<file path="config.mk">
export PLATFORM = sky130hd
export DESIGN_NAME = pc3_queue
export DESIGN_NICKNAME = d
export VERILOG_FILES = /design/src/rtl/pc3_pkg.sv /design/src/rtl/pc3_queue.sv
export SDC_FILE = /design/constraint.sdc
export NUM_CORES = 1
export LEC_CHECK = 0
export BUFFER_PORTS_ARGS = -buffer_cell sky130_fd_sc_hd__buf_2
export CELL_PAD_IN_SITES_DETAIL_PLACEMENT = 0
export CELL_PAD_IN_SITES_GLOBAL_PLACEMENT = 1
export CORE_MARGIN = 1.5
export CORE_UTILIZATION = 40
export DETAILED_ROUTE_END_ITERATION = 16
export PLACE_DENSITY_LB_ADDON = 0.3
export RECOVER_POWER = 25
export SLEW_MARGIN = 20
export SYNTH_ARGS = -nofsm -noshare
export SYNTH_HDL_FRONTEND = slang
export SYNTH_SLANG_ARGS = --single-unit
</file>
<file path="constraint.sdc">
create_clock -name clk -period 2.1 [get_ports clk]
set_input_delay 0.315 -clock clk [delete_from_list [all_inputs] [get_ports clk]]
set_output_delay 0.315 -clock clk [all_outputs]
set_load 0.02 [all_outputs]
</file>
<file path="src/rtl/pc3_pkg.sv">
// Shared constants and types of the 3x3 pixel convolution block.
`timescale 1ns / 1ps

package pc3_pkg;

	localparam int MAX_COLS_DEF = 1024;

	localparam int PIX_W    = 8;
	localparam int INT_W    = 3;
	localparam int TAP_NUM  = 9;
	localparam int WEIGHT_W = 8;
	localparam int KERNEL_W = TAP_NUM * WEIGHT_W;
	localparam int SUM_W    = 8;

	localparam int ROW_W     = 11;
	localparam int KROW_W    = 24;
	localparam int DIV_W     = 8;
	localparam int CFG_DATA_W = 24;
	localparam int CFG_IDX_W  = 3;

	localparam int QUEUE_DEPTH = 4;
	localparam int QUEUE_LVL_W = $clog2(QUEUE_DEPTH + 1);

	typedef enum logic [CFG_IDX_W-1:0] {
		REG_ROW_WIDTH     = 3'd0,
		REG_KERNEL_TOP    = 3'd1,
		REG_KERNEL_MIDDLE = 3'd2,
		REG_KERNEL_BOTTOM = 3'd3,
		REG_SUM_DIVISOR   = 3'd4
	} pc3_reg_t;

	// Wrapped window sum handed from the front to the queue.
	typedef struct packed {
		logic             valid;
		logic [SUM_W-1:0] sum;
	} pc3_push_t;

	// Head of the queue as seen by the divider.
	typedef struct packed {
		logic             valid;
		logic [SUM_W-1:0] sum;
	} pc3_head_t;

endpackage

</file>
<file path="src/rtl/pc3_queue.sv">
// Short queue of wrapped sums between the front end and the divider.
`timescale 1ns / 1ps

module pc3_queue import pc3_pkg::*; (
	input  logic                   clk,
	input  logic                   arst_n,
	input  pc3_push_t              push,
	input  logic                   pop,
	output pc3_head_t              head,
	output logic [QUEUE_LVL_W-1:0] level
);

	localparam int PTR_W = $clog2(QUEUE_DEPTH);

	logic [SUM_W-1:0] store_q [QUEUE_DEPTH];
	logic [PTR_W-1:0] wr_ptr_q, rd_ptr_q;
	logic [QUEUE_LVL_W-1:0] level_q;
	logic do_pop;

	assign do_pop = pop && (level_q != '0);

	always_ff @(posedge clk or negedge arst_n) begin
		if (!arst_n) begin
			wr_ptr_q <= '0;
			rd_ptr_q <= '0;
			level_q  <= '0;
		end else begin
			if (push.valid) begin
				wr_ptr_q <= wr_ptr_q + PTR_W'(1);
			end
			if (do_pop) begin
				rd_ptr_q <= rd_ptr_q + PTR_W'(1);
			end
			level_q <= level_q + QUEUE_LVL_W'(push.valid) - QUEUE_LVL_W'(do_pop);
		end
	end

	always_ff @(posedge clk) begin
		if (push.valid) begin
			store_q[wr_ptr_q] <= push.sum;
		end
	end

	assign head.valid = level_q != '0;
	assign head.sum   = store_q[rd_ptr_q];
	assign level      = level_q;

endmodule

</file>
==> results of run 1 <==
==> power by group <==
group / leakage, nW / internal, mW / total [mW] / switching [mW]
Combinational: 0.260 / 0.421 / 0.928 / 0.507
Sequential: 0.375 / 1.04 / 1.16 / 0.118
Clock: 0.0556 / 0.347 / 0.588 / 0.241
Total: 0.691 / 1.81 / 2.68 / 0.866
==> layout by cell type (no fill, tap or decap), drive strengths merged, types with 2 or more instances in the layout <==
| cell type | n |
|---|---|
| mux4 | 8 |
| inv | 6 |
| buf | 19 |
| ha | 6 |
| edfxtp | 32 |
| clkinv | 2 |
| clkbuf | 11 |
| and2 | 4 |
| dfrtp | 7 |
| xor2 | 2 |
| xnor2 | 3 |
==> registers in the layout (all words and copies together), names as in the netlist <==
signal / cells
rd_ptr_q: 2
level: 3
store_q: 32
wr_ptr_q: 2
==> worst max-delay path, delay by kind of cell, from the launching register on <==
| family | cells | cell delay [ns] |
|---|---|---|
| buffers and inverters | 1 | 0.04 |
| AO/OA/AOI/OAI | 1 | 0.33 |
| flip-flops | 1 | 0.42 |
| adder cells (fa/ha/maj) | 3 | 0.87 |
| XOR/XNOR | 2 | 0.28 |
==> through the flow <==
step,hold WS [ns],util,std cells,instance area (µm²)
finish,0.248,0.500,156,1840
global route,0.244,0.500,156,1840
CTS,0.234,0.498,155,1840
detailed placement,0.159,0.466,146,1720
global placement,0.159,0.466,146,1720
floorplan,0.0194,-,76,1550
==> cell type report <==
| type | instances | area [µm²] | area share |
|---|---|---|---|
| clock buffer | 5 | 68.8 | 0.0373 |
| clock inverter | 3 | 38.8 | 0.0210 |
| inverter | 6 | 22.5 | 0.0122 |
| multi-input combinational | 29 | 384 | 0.208 |
| sequential | 39 | 1140 | 0.617 |
| tap | 48 | 60.1 | 0.0326 |
| timing repair buffer | 26 | 133 | 0.0719 |
==> repair_timing <==
item / 4_1_cts / 5_1_grt
buffers inserted: 0 / 1
setup endpoints to repair: 0 / 1
gates resized for setup: 0 / 2
hold endpoints to repair: 7 / 0
hold buffers: 1 / 0
==> logic make-up after synthesis <==
group                    after synthesis  share of synthesized area
multiplexers                           8                      0.116
adder cells (fa/ha/maj)                7                     0.0613
AND/OR/NAND/NOR                        6                     0.0226
AO/OA/AOI/OAI                          3                     0.0145
XOR/XNOR                               5                     0.0282
flip-flops                            39                      0.732
buffers and inverters                  8                     0.0250
==> metal layers <==
layer	part of all wire	wire, µm	global-route usage
met1	0.42	979	0.142
met2	0.52	1210	0.216
met3	0.053	123	0.0685
met4	0.012	29	0.0625
met5	0	0	0
==> worst max-delay path by stage <==
| stage | from | endpoint | slack (ns) | cells after the start |
|---|---|---|---|---|
| 5_1_grt | level[0] | level[2] | 0.006 | 7 |
| 4_1_cts | level[1] | level[2] | 0.06 | 7 |
| 2_1_floorplan | level[1] | level[2] | 0.06 | 7 |
| 3_5_place_dp | level[1] | level[2] | 0.08 | 7 |
| 3_3_place_gp | level[1] | level[2] | 0.14 | 7 |
| 6_report | level[0] | level[2] | 0.07 | 7 |
==> metrics.txt, run 1 <==
RSZ-0062 raised after global routing=false; Async SR Flop Fraction=0.179; Pre-antenna DRT Iters=6; maximum vdd drop=0.727 mV; Detail Route Antenna Nets=0; CP peak stage delay=between 0.4 and 0.5 ns; Fin Clk Skew=approximately 0.0029 ns; flops & latches, synth=39; Setup TNS Final=0 ns; most instantiated cells after synthesis=edfxtp_1 (32), mux4_2 (8), dfrtp_1 (7), ha_1 (6), inv_1 (6); DRT iter0 DRCs=33; pre-CTS WS=~0.084 ns; final-report max-slew violation count=0; post-layout min period=just over 2 ns; EDFF count, synth=32; CTS root buf=clkbuf_8; crit path cell chain=o31a_1, ha_1, inv_1, ha_1, fa_1, xnor2_2, xnor2_1; FP Rows=22; routed len/inst=between 15 and 20 µm; Hold Path Cell Cnt=1; Total GRT Usage=0.132; f_max=about 0.5 GHz; Leak=0.691 nW; largest net degree at the start of global routing=13; ratio of cells with drive above 1 in the final layout=0.333; syn_nets=95; top post-synthesis cells by area=edfxtp_1 (62%), mux4_2 (12%), dfrtp_1 (11%); DP HPWL=1540 µm; GP Congestion=0.657; DIE WIDTH=65.3 µm; # diodes=0; Critical Path Start Type=register; highest-delay cell along the critical path=dfrtp_1; drt total wl=between 2000 and 2500 µm; Worst Reg-to-Reg Cells=7; Chip Height=65.3 µm; initial antenna violation count=0; RR Startpoint=level[0]; Max transition margin=0.696; flop2flop setup slack=between 0.07 and 0.08 ns; GRT overflow=0; cell mode on critical path=ha_1; min-delay worst type=primary input to register; Pwr per Cell Area=roughly 1500 nW/µm²; H-tree levels=2; Least-Margin Pin Slew=0.456 ns; final hold violations=0; most common cell in the synthesized netlist=edfxtp_1; Area growth syn-to-layout=18.9%; Initial Util=0.421; Max-Cap Viols=0; CP endpoint kind=register; cell area after synthesis=1550 µm²; Clock Sinks=39; first-pass GRT wire length=between 3000 and 4000 µm; port bufs=23; Pwr Total=2.68 mW; Yosys top cell by area=edfxtp_1; Final Setup Violations=0; vias in the first global route=787; Warnings, synthesis=0; Tcrit/Tclk final=0.966; DRC viols=0; Setup WS post-layout=between 0.07 and 0.08 ns; Num CTS Buffers=5; Core Area=around 3700 µm²; CTS clk-pin slew, worst paths=about 0.07 ns; fin nets=126; Worst-Skew Late Latency=around 0.28 ns; WP data required=between 2 and 2.5 ns; critical path class=register to register; RR Endpoint=level[2]; DR vias/cell=about 4.7; Seq/Total Area, Yosys=0.732; Layout fillers=between 300 and 400; Avg Synthesized Cell Area=between 20 and 25 µm²; post-synth top area share=0.619; die footprint=4260 µm²; clock buffer depth=2; Hold EP=store_q[2][1]; critical path fanouts, max=5; post-synth cell types=16; IO Count=24; vias=737; Arr. time, crit path=approximately 2.2 ns; Hold Crit Start=push[1]; status=finished clean; CTS tree=yes; top_reg_cell synth=edfxtp_1; Cells after Synth=76
Power figures use the tool's default switching activity.
==> inputs of run 2 (changes only) <==
- CORE_UTILIZATION: 40 -> 47
- SETUP_SLACK_MARGIN: unset -> 0.15
==> metrics.txt, run 2 (synthesis results as in run 1) <==
status=finished clean; critical path fanouts, max=2 (-3); DRT iter0 DRCs=27 (-18%); DRC viols=0 (unchanged); Num CTS Buffers=5 (unchanged); Setup TNS Final=0 ns (unchanged); RR Endpoint=level[2]; register area=1140 µm² (+0.22%); fin nets=130 (+3.2%); DR vias/cell=4.91 (+3.9%); crit path capture=level[2]; final hold violations=0 (unchanged); maximum vdd drop=0.681 mV (-6.3%); most common cell after layout, fill and taps aside=edfxtp_1; CTS clk-pin slew, worst paths=0.12 ns (+0.05 ns); Worst-Skew Late Latency=0.35 ns (+0.07 ns); post-layout min period=1.96 ns (-0.0660 ns); Initial Util=0.500 (+0.0794); CTS root buf=clkbuf_4; Hold Crit Start=push[7]; Detail Route Antenna Nets=0 (unchanged); Max-Cap Viols=0 (unchanged); min-delay worst type=primary input to register; vias=766 (+3.9%); final-report max-slew violation count=0 (unchanged); Area growth syn-to-layout=21.7%; Critical Path Start Type=register; f_max=0.510 GHz (+3.4%); Final Setup Violations=0 (unchanged); Core Area=3100 µm² (-16%); Pre-antenna DRT Iters=4 (-2); routed len/inst=15.1 µm (+0.56%); ratio of cells with drive above 1 in the final layout=0.393 (+0.0595); Worst Reg-to-Reg Cells=7 (unchanged); most frequent cells in the layout=edfxtp_1 (32), buf_2 (11), mux4_2 (8); Most flops, register=store_q; die footprint=3650 µm² (-14%); Chip Height=60.5 µm (-7.4%); RSZ-0062 raised after global routing=true; initial antenna violation count=0 (unchanged); Arr. time, crit path=2.19 ns (about the same); Layout fillers=255 (-25%); critical path class=register to register; WP data required=2.33 ns (+0.06 ns); H-tree levels=2 (unchanged); Fin Clk Skew=0.0162 ns (+0.0134 ns); Pwr Total=2.74 mW (+2.3%); Leak=0.706 nW (+2.2%); first-pass GRT wire length=3620 µm (-3.3%); clock buffer depth=2 (unchanged); RR Startpoint=level[0]; hold slack=0.185 ns (-0.0627 ns); Worst Setup SP=level[0]; # diodes=0 (unchanged); vias in the first global route=732 (-7.0%); max reg flops=32 (unchanged); FP Rows=20 (-9.1%); GRT overflow=0 (unchanged); GP Congestion=0.690 (+5.0%); DP HPWL=1560 µm (+1.2%); area of the multi-input gates=389 µm² (+1.3%); CTS tree=yes; Total GRT Usage=0.151 (+0.0188); DIE WIDTH=60.5 µm (-7.4%); Clock Sinks=39 (unchanged); Pwr per Cell Area=1450 nW/µm² (-0.11%); IO Count=24 (unchanged); Max transition margin=0.706 (+0.0101); largest net degree at the start of global routing=14 (+1); drt total wl=2360 µm (+0.56%); port bufs=23 (unchanged); flop2flop setup slack=0.14 ns (+0.07 ns); Least-Margin Pin Slew=0.441 ns (-0.0152 ns); CP endpoint kind=register; Tcrit/Tclk final=0.935 (-0.0314)
==> run 2: changes by cell type in the layout (fill, tap and decap cells not counted), sizes merged <==
cell and change:
clkbuf +1, buf +3
==> run 2: worst min path at each step <==
| stage | endpoint | depth (start not counted) |
|---|---|---|
| 2_1_floorplan | level[0] | 0 |
| 3_3_place_gp | wr_ptr_q[0] | 1 |
| 3_5_place_dp | wr_ptr_q[0] | 1 |
| 4_1_cts | store_q[2][6] | 1 |
| 5_1_grt | store_q[2][7] | 1 |
| 6_report | store_q[2][7] | 1 |
==> run 2: routing by layer <==
metal	share of wire	track usage
met1	0.46	0.200
met2	0.46	0.219
met3	0.059	0.0661
met4	0.019	0.0652
met5	0	0
==> run 2: layout make-up <==
class,count,area share
multi-input combinational,29,0.206
clock inverter,3,0.0232
timing repair buffer,30,0.106
sequential,39,0.604
inverter,6,0.0119
tap,44,0.0292
clock buffer,5,0.0199
==> run 2: power breakdown <==
part | switching, mW | internal [mW] | leakage, nW
Clock | 0.247 | 0.250 | 0.0452
Sequential | 0.115 | 1.04 | 0.373
Combinational | 0.534 | 0.546 | 0.287
Total | 0.896 | 1.84 | 0.706
==> run 2: what timing repair did <==
action / in CTS / in global routing
buffers inserted: 4 / 1
endpoints found under the setup margin: 9 / 8
hold endpoints to repair: 7 / 0
resized for setup: 3 / 12
hold buffers: 1 / 0
pin swaps: 1 / 2
==> run 2: critical path, cell delays in order, from the launching register on <==
cell     delay, ns
dfrtp_2       0.42
o31a_1        0.32
ha_1          0.28
inv_1         0.04
ha_2          0.17
fa_2          0.37
xnor2_2       0.14
xnor2_1       0.12
==> run 2: through the flow <==
stage	instances	utilization	setup WS, ns	instance area [µm²]
after floorplan	76	-	0.131	1560
after global placement	142	0.554	0.170	1720
after detailed placement	142	0.554	0.139	1720
after CTS	155	0.597	0.157	1850
after global routing	156	0.608	0.0772	1890
final	156	0.608	0.137	1890
