File: config.mk
export PLATFORM = sky130hd
export DESIGN_NAME = pc3_back_flat
export DESIGN_NICKNAME = d
export VERILOG_FILES = /design/src/rtl/pc3_pkg.sv /design/src/rtl/pc3_stream_if.sv /design/src/rtl/pc3_back.sv /design/src/flat_wrapper.sv
export SDC_FILE = /design/constraint.sdc
export NUM_CORES = 1
export LEC_CHECK = 0
export BUFFER_PORTS_ARGS = -buffer_cell sky130_fd_sc_hd__buf_2
export CAP_MARGIN = 20
export CORE_MARGIN = 4
export CORE_UTILIZATION = 45
export DETAILED_ROUTE_END_ITERATION = 16
export GPL_TIMING_DRIVEN = 1
export SLEW_MARGIN = 0
export SYNTH_ARGS = -nofsm -noshare
export SYNTH_HDL_FRONTEND = slang
export SYNTH_SLANG_ARGS = --single-unit
File: constraint.sdc
create_clock -name clk -period 4.4 [get_ports clk]
set_input_delay 0.22 -clock clk [delete_from_list [all_inputs] [get_ports clk]]
set_output_delay 0.22 -clock clk [all_outputs]
set_load 0.02 [all_outputs]
File: src/rtl/pc3_pkg.sv
// Shared constants and types of the 3x3 pixel convolution block.
`timescale 1ns / 1ps

package pc3_pkg;

	localparam int MAX_COLS_DEF = 1024;

	localparam int PIX_W    = 8;
	localparam int INT_W    = 3;
	localparam int TAP_NUM  = 9;
	localparam int WEIGHT_W = 8;
	localparam int KERNEL_W = TAP_NUM * WEIGHT_W;
	localparam int SUM_W    = 8;

	localparam int ROW_W     = 11;
	localparam int KROW_W    = 24;
	localparam int DIV_W     = 8;
	localparam int CFG_DATA_W = 24;
	localparam int CFG_IDX_W  = 3;

	localparam int QUEUE_DEPTH = 4;
	localparam int QUEUE_LVL_W = $clog2(QUEUE_DEPTH + 1);

	typedef enum logic [CFG_IDX_W-1:0] {
		REG_ROW_WIDTH     = 3'd0,
		REG_KERNEL_TOP    = 3'd1,
		REG_KERNEL_MIDDLE = 3'd2,
		REG_KERNEL_BOTTOM = 3'd3,
		REG_SUM_DIVISOR   = 3'd4
	} pc3_reg_t;

	// Wrapped window sum handed from the front to the queue.
	typedef struct packed {
		logic             valid;
		logic [SUM_W-1:0] sum;
	} pc3_push_t;

	// Head of the queue as seen by the divider.
	typedef struct packed {
		logic             valid;
		logic [SUM_W-1:0] sum;
	} pc3_head_t;

endpackage

File: src/rtl/pc3_stream_if.sv


interface pc3_result_if;
	logic       valid;
	logic       ready;
	logic [7:0] filtered_pixel;

	modport source (output valid, output filtered_pixel, input ready);
	modport sink (input valid, input filtered_pixel, output ready);
endinterface

File: src/rtl/pc3_back.sv
// Back end: pipelined restoring divider, two quotient bits per stage.
`timescale 1ns / 1ps

module pc3_back import pc3_pkg::*; (
	input  logic             clk,
	input  logic             arst_n,
	input  logic [DIV_W-1:0] sum_divisor,
	input  pc3_head_t        head,
	output logic             pop,
	pc3_result_if.source     filtered
);

	typedef struct packed {
		logic [SUM_W-1:0] rem;
		logic [SUM_W-1:0] nq;
	} div_t;

	function automatic div_t div_step2(div_t cur, logic [DIV_W-1:0] d);
		div_t      nx;
		logic [SUM_W:0] r9;
		nx = cur;
		for (int i = 0; i < 2; i++) begin
			r9    = {nx.rem, nx.nq[SUM_W-1]};
			nx.nq = {nx.nq[SUM_W-2:0], 1'b0};
			if (r9 >= {1'b0, d}) begin
				nx.rem   = SUM_W'(r9 - {1'b0, d});
				nx.nq[0] = 1'b1;
			end else begin
				nx.rem = r9[SUM_W-1:0];
			end
		end
		return nx;
	endfunction

	logic [DIV_W-1:0] d;
	logic advance;
	logic valid_s1, valid_s2, valid_s3, valid_s4;
	div_t div_s1, div_s2, div_s3, div_s4;
	div_t load;

	// Divisor 0 or 1 passes the sum through as a division by one.
	assign d       = (sum_divisor < DIV_W'(2)) ? DIV_W'(1) : sum_divisor;
	assign advance = !valid_s4 || filtered.ready;
	assign pop     = advance && head.valid;
	assign load    = '{rem: '0, nq: head.sum};

	always_ff @(posedge clk or negedge arst_n) begin
		if (!arst_n) begin
			valid_s1 <= 1'b0;
			valid_s2 <= 1'b0;
			valid_s3 <= 1'b0;
			valid_s4 <= 1'b0;
		end else if (advance) begin
			valid_s1 <= head.valid;
			valid_s2 <= valid_s1;
			valid_s3 <= valid_s2;
			valid_s4 <= valid_s3;
		end
	end

	always_ff @(posedge clk) begin
		if (advance) begin
			div_s1 <= div_step2(load, d);
			div_s2 <= div_step2(div_s1, d);
			div_s3 <= div_step2(div_s2, d);
			div_s4 <= div_step2(div_s3, d);
		end
	end

	assign filtered.valid          = valid_s4;
	assign filtered.filtered_pixel = div_s4.nq;

endmodule

File: src/flat_wrapper.sv
// flat-port wrapper written by rule: the top's interface ports become plain ports
module pc3_back_flat import pc3_pkg::*;
  (clk, arst_n, sum_divisor, head, pop, filtered_valid, filtered_filtered_pixel, filtered_ready);
  pc3_result_if filtered_i ();
  input  logic clk;
  input  logic arst_n;
  input  logic [DIV_W-1:0] sum_divisor;
  input  pc3_head_t head;
  output logic pop;
  output wire logic [$bits(filtered_i.valid)-1:0] filtered_valid;
  output wire logic [$bits(filtered_i.filtered_pixel)-1:0] filtered_filtered_pixel;
  input wire logic [$bits(filtered_i.ready)-1:0] filtered_ready;
  assign filtered_valid = filtered_i.valid;
  assign filtered_filtered_pixel = filtered_i.filtered_pixel;
  assign filtered_i.ready = filtered_ready;
  pc3_back u_core (.clk(clk), .arst_n(arst_n), .sum_divisor(sum_divisor), .head(head), .pop(pop), .filtered(filtered_i));
endmodule
==> results <==
- The area inside the core boundary is 10300 sq um.
- Total power for the finished layout comes to 4.62 mW.
- The floorplan step defined a die boundary enclosing 12200 sq um.
- The pre-antenna-repair detailed-routing pass consisted of 4 iterations.
- TritonCTS created 9 clock buffers.
- The adder and majority gate portion of the synthesized area is 0.180.
- The area share of the largest cell type after synthesis is 0.357.
- The stage delay of the slowest cell on the critical path is 0.45 ns.
- The tool flagged a number of max-cap violations equal to 0.
- The compound-cell area share of the yosys netlist is 0.166.
- The share of the Yosys chip area taken by registers is 0.378.
- Yosys attributes the largest share of cell area to sky130_fd_sc_hd__edfxtp_1 (36%), sky130_fd_sc_hd__ha_1 (15%), sky130_fd_sc_hd__mux2_2 (4.5%).
- The H-tree depth is 3.
- The CTS clock-pin slew for the worst setup and hold paths is 0.07 ns.
- After detailed routing, the average wire length per cell comes to 16.0 um.
- After synthesis, the largest family of logic cells by area is adder cells.
- In this run, the number of DRC markers left after iteration 0 of detailed routing was 132.
- The cell taking the most area after synthesis is sky130_fd_sc_hd__edfxtp_1.
- The die width is 110 um.
- When the netlist entered floorplanning its net count stood at 518.
- In the final layout, the share of cells above drive strength 1 is 0.282.
- The power dissipated by switching net loads is 1.77 mW.
- The via count of the first global-routing pass is 3521.
- Pin placement for this block handled 30 I/O pins.
- The cell at the root of the clock tree is sky130_fd_sc_hd__clkbuf_8.
- The sequential cells in the finished layout cover a total of 1780 sq um.
- The kind of cell adding the most delay to the critical path is compound AO/OA/AOI/OAI gates.
- In this run the critical register-to-register path is launched from u_core.div_s2[11].
- The path type of the worst min-delay path is input pin to register.
- The slowest stage of the critical path is the sky130_fd_sc_hd__or4_4 cell.
- The power density over the cells is 791 nW/um^2.
- Measured on the finished design, the core utilization comes to 0.569.
- In this run the tool buffered the top-level ports with 29 buffer cells.
- The layout has 920 filler cells.
- The run finished with clean final reports.
- The average instance in the mapped netlist occupies 10.9 sq um.
- For hold timing, the worst endpoint is u_core.div_s1[6].
- For this design the static power due to leakage is 2.62 nW.
- The share of total power dissipated in combinational logic is 0.645.
- The number of unique standard cell types used by synthesis is 55.
- OpenSTA, run right after detailed placement, puts the worst setup slack at -0.343 ns.
- The headroom to the max-slew limit is 0.496.
- Along the worst path, the maximum fanout reaches 7.
- The clock skew after layout is 0.00777 ns.
- The type of the worst setup path is input pin to register.
- The start point of the worst min-delay path is head[4].
- Yosys mapped a number of flops with a built-in enable equal to 56.
- Subtracting the final worst setup slack from the clock period gives 4.24 ns.
- The number of hold-slack violations in the final timing report was 0.
- The total placed instance area is 5580 sq um.
- Summing all non-filler instances in the final layout gives an area of 5850 sq um.
- The switching share of power is 0.384.
- After global routing the overflow that remains totals 0.
- The half-perimeter wire length of the detailed placement result is 8280 um.
- The critical path goes through buf_2, inv_2, nand3_1, or4_4, o21bai_4, ha_4, o211ai_1, a211oi_1, a2111o_1, nor2_1, a21oi_2, ha_1, nor2b_1, o21ai_1, a21boi_1, o21ai_0, nand2_1, a311oi_4, buf_6, mux2_1.
- The clock drives 60 sinks.
- Row generation in the floorplan step produced 37 rows.
- The final worst-path cycle share is 0.964.
- The final setup slack of the worst path is 0.159 ns.
- In this run the cell area of the synthesized design comes to 4710 sq um.
- In this run the remaining antenna-violating nets after routing total 0.
- In the synthesized netlist the async set-or-reset flop fraction comes to 0.0667.
- The initial antenna violation count was 0.
- The chip height is 110 um.
- At the end of routability-driven placement, the weighted congestion stood at 0.842.
- The critical path capture point type is a register.
- Together, buffers and inverters on the worst path number 3.
- For this block, the routed nets add up to 10800 um of wire.
- At the later pin of the worst-skew pair, clock insertion delay measures 0.35 ns.
- For this run, the top clock speed supported by timing is 236 MHz.
- STA puts the critical path data required time at 4.49 ns.
- Of the post-synthesis cell area, the part taken by muxes is 0.0943.
- The cell count of the worst reg-to-reg path is 15.
- In the final design database the tool counted 622 nets.
- Synthesis handed over a netlist of 434 instances.
- Of the total synthesized cell area, the portion taken by AND, OR, NAND and NOR gates is 0.0847.
- Of the total synthesized cell area, the portion taken by XOR and XNOR cells is 0.0632.
- The post-route DRC violation count is 0.
- The kind of start point of the critical path is an input pin.
- The maximum clock path buffer count is 2.
- The cell-internal power is 2.85 mW.
- Using the TritonRoute via totals, the vias-per-cell ratio works out to 5.33.
- The relative area change from synthesis to final layout is 24.1%.
- The initial utilization of the core area, before any placement, comes to 0.458.
- The number of inserted diodes is 0.
- The number of warnings printed during yosys synthesis is 0.
- The area of combinational cells with multiple inputs is 2850 sq um.
- The maximum number of pins on one net before global-route repair is 57.
- The final count of negative-setup-slack endpoints is 0.
- The slew of the pin with the lowest slew margin is 0.756 ns.
- For flop-to-flop paths, the worst setup slack is 0.32 ns.
- The data arrival time of the worst path is 4.33 ns.
- TritonCTS built the clock tree.
- Counting instances, the worst hold path has a depth of 1.
- For this run, the leading register cell type out of synthesis is sky130_fd_sc_hd__edfxtp_1.
- The largest voltage drop on the vdd net is 443 uV.
- The share of total power dissipated in sequential elements is 0.236.
- The overall fraction of global-route tracks in use is 0.193.
- The max-slew violation total from the final report is 0.
- The endpoint of the worst-slack reg-to-reg timing path is u_core.div_s3[11].
- The synthesized design contains 60 register bits.
- The first-pass GRT wire length is 17700 um.
- Of the total power, the clock network draws 0.119.
- The number of vias after detailed routing is 3618.
-- layer usage --
| layer | track usage | wire length [um] |
|---|---|---|
| met5 | 0 | 0 |
| met4 | 0.0624 | 201 |
| met3 | 0.0344 | 398 |
| met2 | 0.312 | 5120 |
| met1 | 0.263 | 5130 |
-- registers in the layout, summed over array words and instances, names as in the netlist --
register	count
u_core.valid_s3	1
u_core.valid_s2	1
u_core.div_s1	16
u_core.filtered.valid	1
u_core.div_s2	16
u_core.div_s3	16
u_core.filtered.filtered_pixel	8
u_core.valid_s1	1
-- cell families after synthesis --
family	count (synthesis)
compound gates	114
simple gates	82
fa+ha+maj	64
flops	60
buf+inv	40
mux	40
xor+xnor	34
-- worst register-to-register path: stages (launching register included) --
cell and delay (ns):
sky130_fd_sc_hd__edfxtp_1 0.42, sky130_fd_sc_hd__ha_1 0.33, sky130_fd_sc_hd__a21oi_1 0.21, sky130_fd_sc_hd__o21ai_0 0.12
sky130_fd_sc_hd__a2111o_1 0.57, sky130_fd_sc_hd__nor2_1 0.17, sky130_fd_sc_hd__a21oi_2 0.05, sky130_fd_sc_hd__ha_1 0.30
sky130_fd_sc_hd__nor2b_1 0.14, sky130_fd_sc_hd__o21ai_1 0.16, sky130_fd_sc_hd__a21boi_1 0.11, sky130_fd_sc_hd__o21ai_0 0.26
sky130_fd_sc_hd__nand2_1 0.17, sky130_fd_sc_hd__a311oi_4 0.28, sky130_fd_sc_hd__buf_6 0.17, sky130_fd_sc_hd__mux2_1 0.34
-- how the worst max path moves through the flow --
stage,from,end,depth (start not counted)
detailed placement,sum_divisor[4],u_core.div_s3[11],20
floorplan,sum_divisor[2],u_core.div_s3[10],17
finish,sum_divisor[4],u_core.div_s3[11],20
global route,sum_divisor[2],u_core.div_s2[11],21
CTS,sum_divisor[4],u_core.div_s3[11],20
global placement,sum_divisor[4],u_core.div_s3[10],18
-- metrics by stage --
stage                     hold WS [ns]  setup TNS (ns)  std cells
after global routing            0.0268         -0.0198        679
final                           0.0432               0        679
after CTS                       0.0320               0        677
after global placement          0.0259           -2.45        660
after detailed placement        0.0272           -3.64        660
after floorplan                -0.0756         -0.0449        434
-- timing repair --
item,CTS,global route
setup buffers,0,2
gates resized for setup,0,4
hold buffers,1,0
hold endpoints to repair,4,0
endpoints found under the setup margin,0,15
-- layout make-up --
| class | count | area share |
|---|---|---|
| Clock buffer | 13 | 0.0306 |
| Multi-Input combinational cell | 334 | 0.487 |
| Inverter | 32 | 0.0205 |
| Sequential cell | 60 | 0.305 |
| Clock inverter | 3 | 0.00728 |
| Tap cell | 136 | 0.0291 |
| Timing Repair Buffer | 101 | 0.121 |
-- synthesized netlist by cell type (4+ instances only) --
cell and n:
sky130_fd_sc_hd__a211oi_1 9, sky130_fd_sc_hd__a21o_1 18, sky130_fd_sc_hd__a21oi_1 39, sky130_fd_sc_hd__and2_1 5
sky130_fd_sc_hd__buf_2 5, sky130_fd_sc_hd__dfrtp_1 4, sky130_fd_sc_hd__edfxtp_1 56, sky130_fd_sc_hd__fa_1 6
sky130_fd_sc_hd__ha_1 58, sky130_fd_sc_hd__inv_1 29, sky130_fd_sc_hd__mux2_1 16, sky130_fd_sc_hd__mux2_2 19
sky130_fd_sc_hd__mux2i_1 5, sky130_fd_sc_hd__nand2_1 17, sky130_fd_sc_hd__nand3_1 10, sky130_fd_sc_hd__nor2_1 25
sky130_fd_sc_hd__nor2b_1 6, sky130_fd_sc_hd__nor3_1 4, sky130_fd_sc_hd__o21ai_0 15, sky130_fd_sc_hd__o21bai_1 4
sky130_fd_sc_hd__xnor2_1 22, sky130_fd_sc_hd__xor2_1 12
-- layout by cell type, fill, tap and decap left out, types with 9 or more instances in the layout --
cell type,count
sky130_fd_sc_hd__edfxtp_1,56
sky130_fd_sc_hd__a21oi_1,37
sky130_fd_sc_hd__a211oi_1,9
sky130_fd_sc_hd__o21ai_0,15
sky130_fd_sc_hd__buf_4,69
sky130_fd_sc_hd__nand3_1,10
sky130_fd_sc_hd__xor2_1,12
sky130_fd_sc_hd__mux2_1,16
sky130_fd_sc_hd__clkbuf_8,13
sky130_fd_sc_hd__inv_1,29
sky130_fd_sc_hd__xnor2_1,22
sky130_fd_sc_hd__a21o_1,18
sky130_fd_sc_hd__nor2_1,25
sky130_fd_sc_hd__nand2_1,17
sky130_fd_sc_hd__buf_2,29
sky130_fd_sc_hd__ha_1,55
sky130_fd_sc_hd__mux2_2,19
-- power groups by stage --
stage | clock network (mW) | logic [mW] | registers (mW)
finish | 0.550 | 2.98 | 1.09
global route | 0.590 | 3.33 | 1.11
CTS | 0.564 | 2.95 | 1.10
detailed placement | 0 | 2.92 | 1.11
global placement | 0 | 2.87 | 1.10
floorplan | 0 | 2.01 | 1.12
No activity file was read; power rests on OpenSTA's default activity.
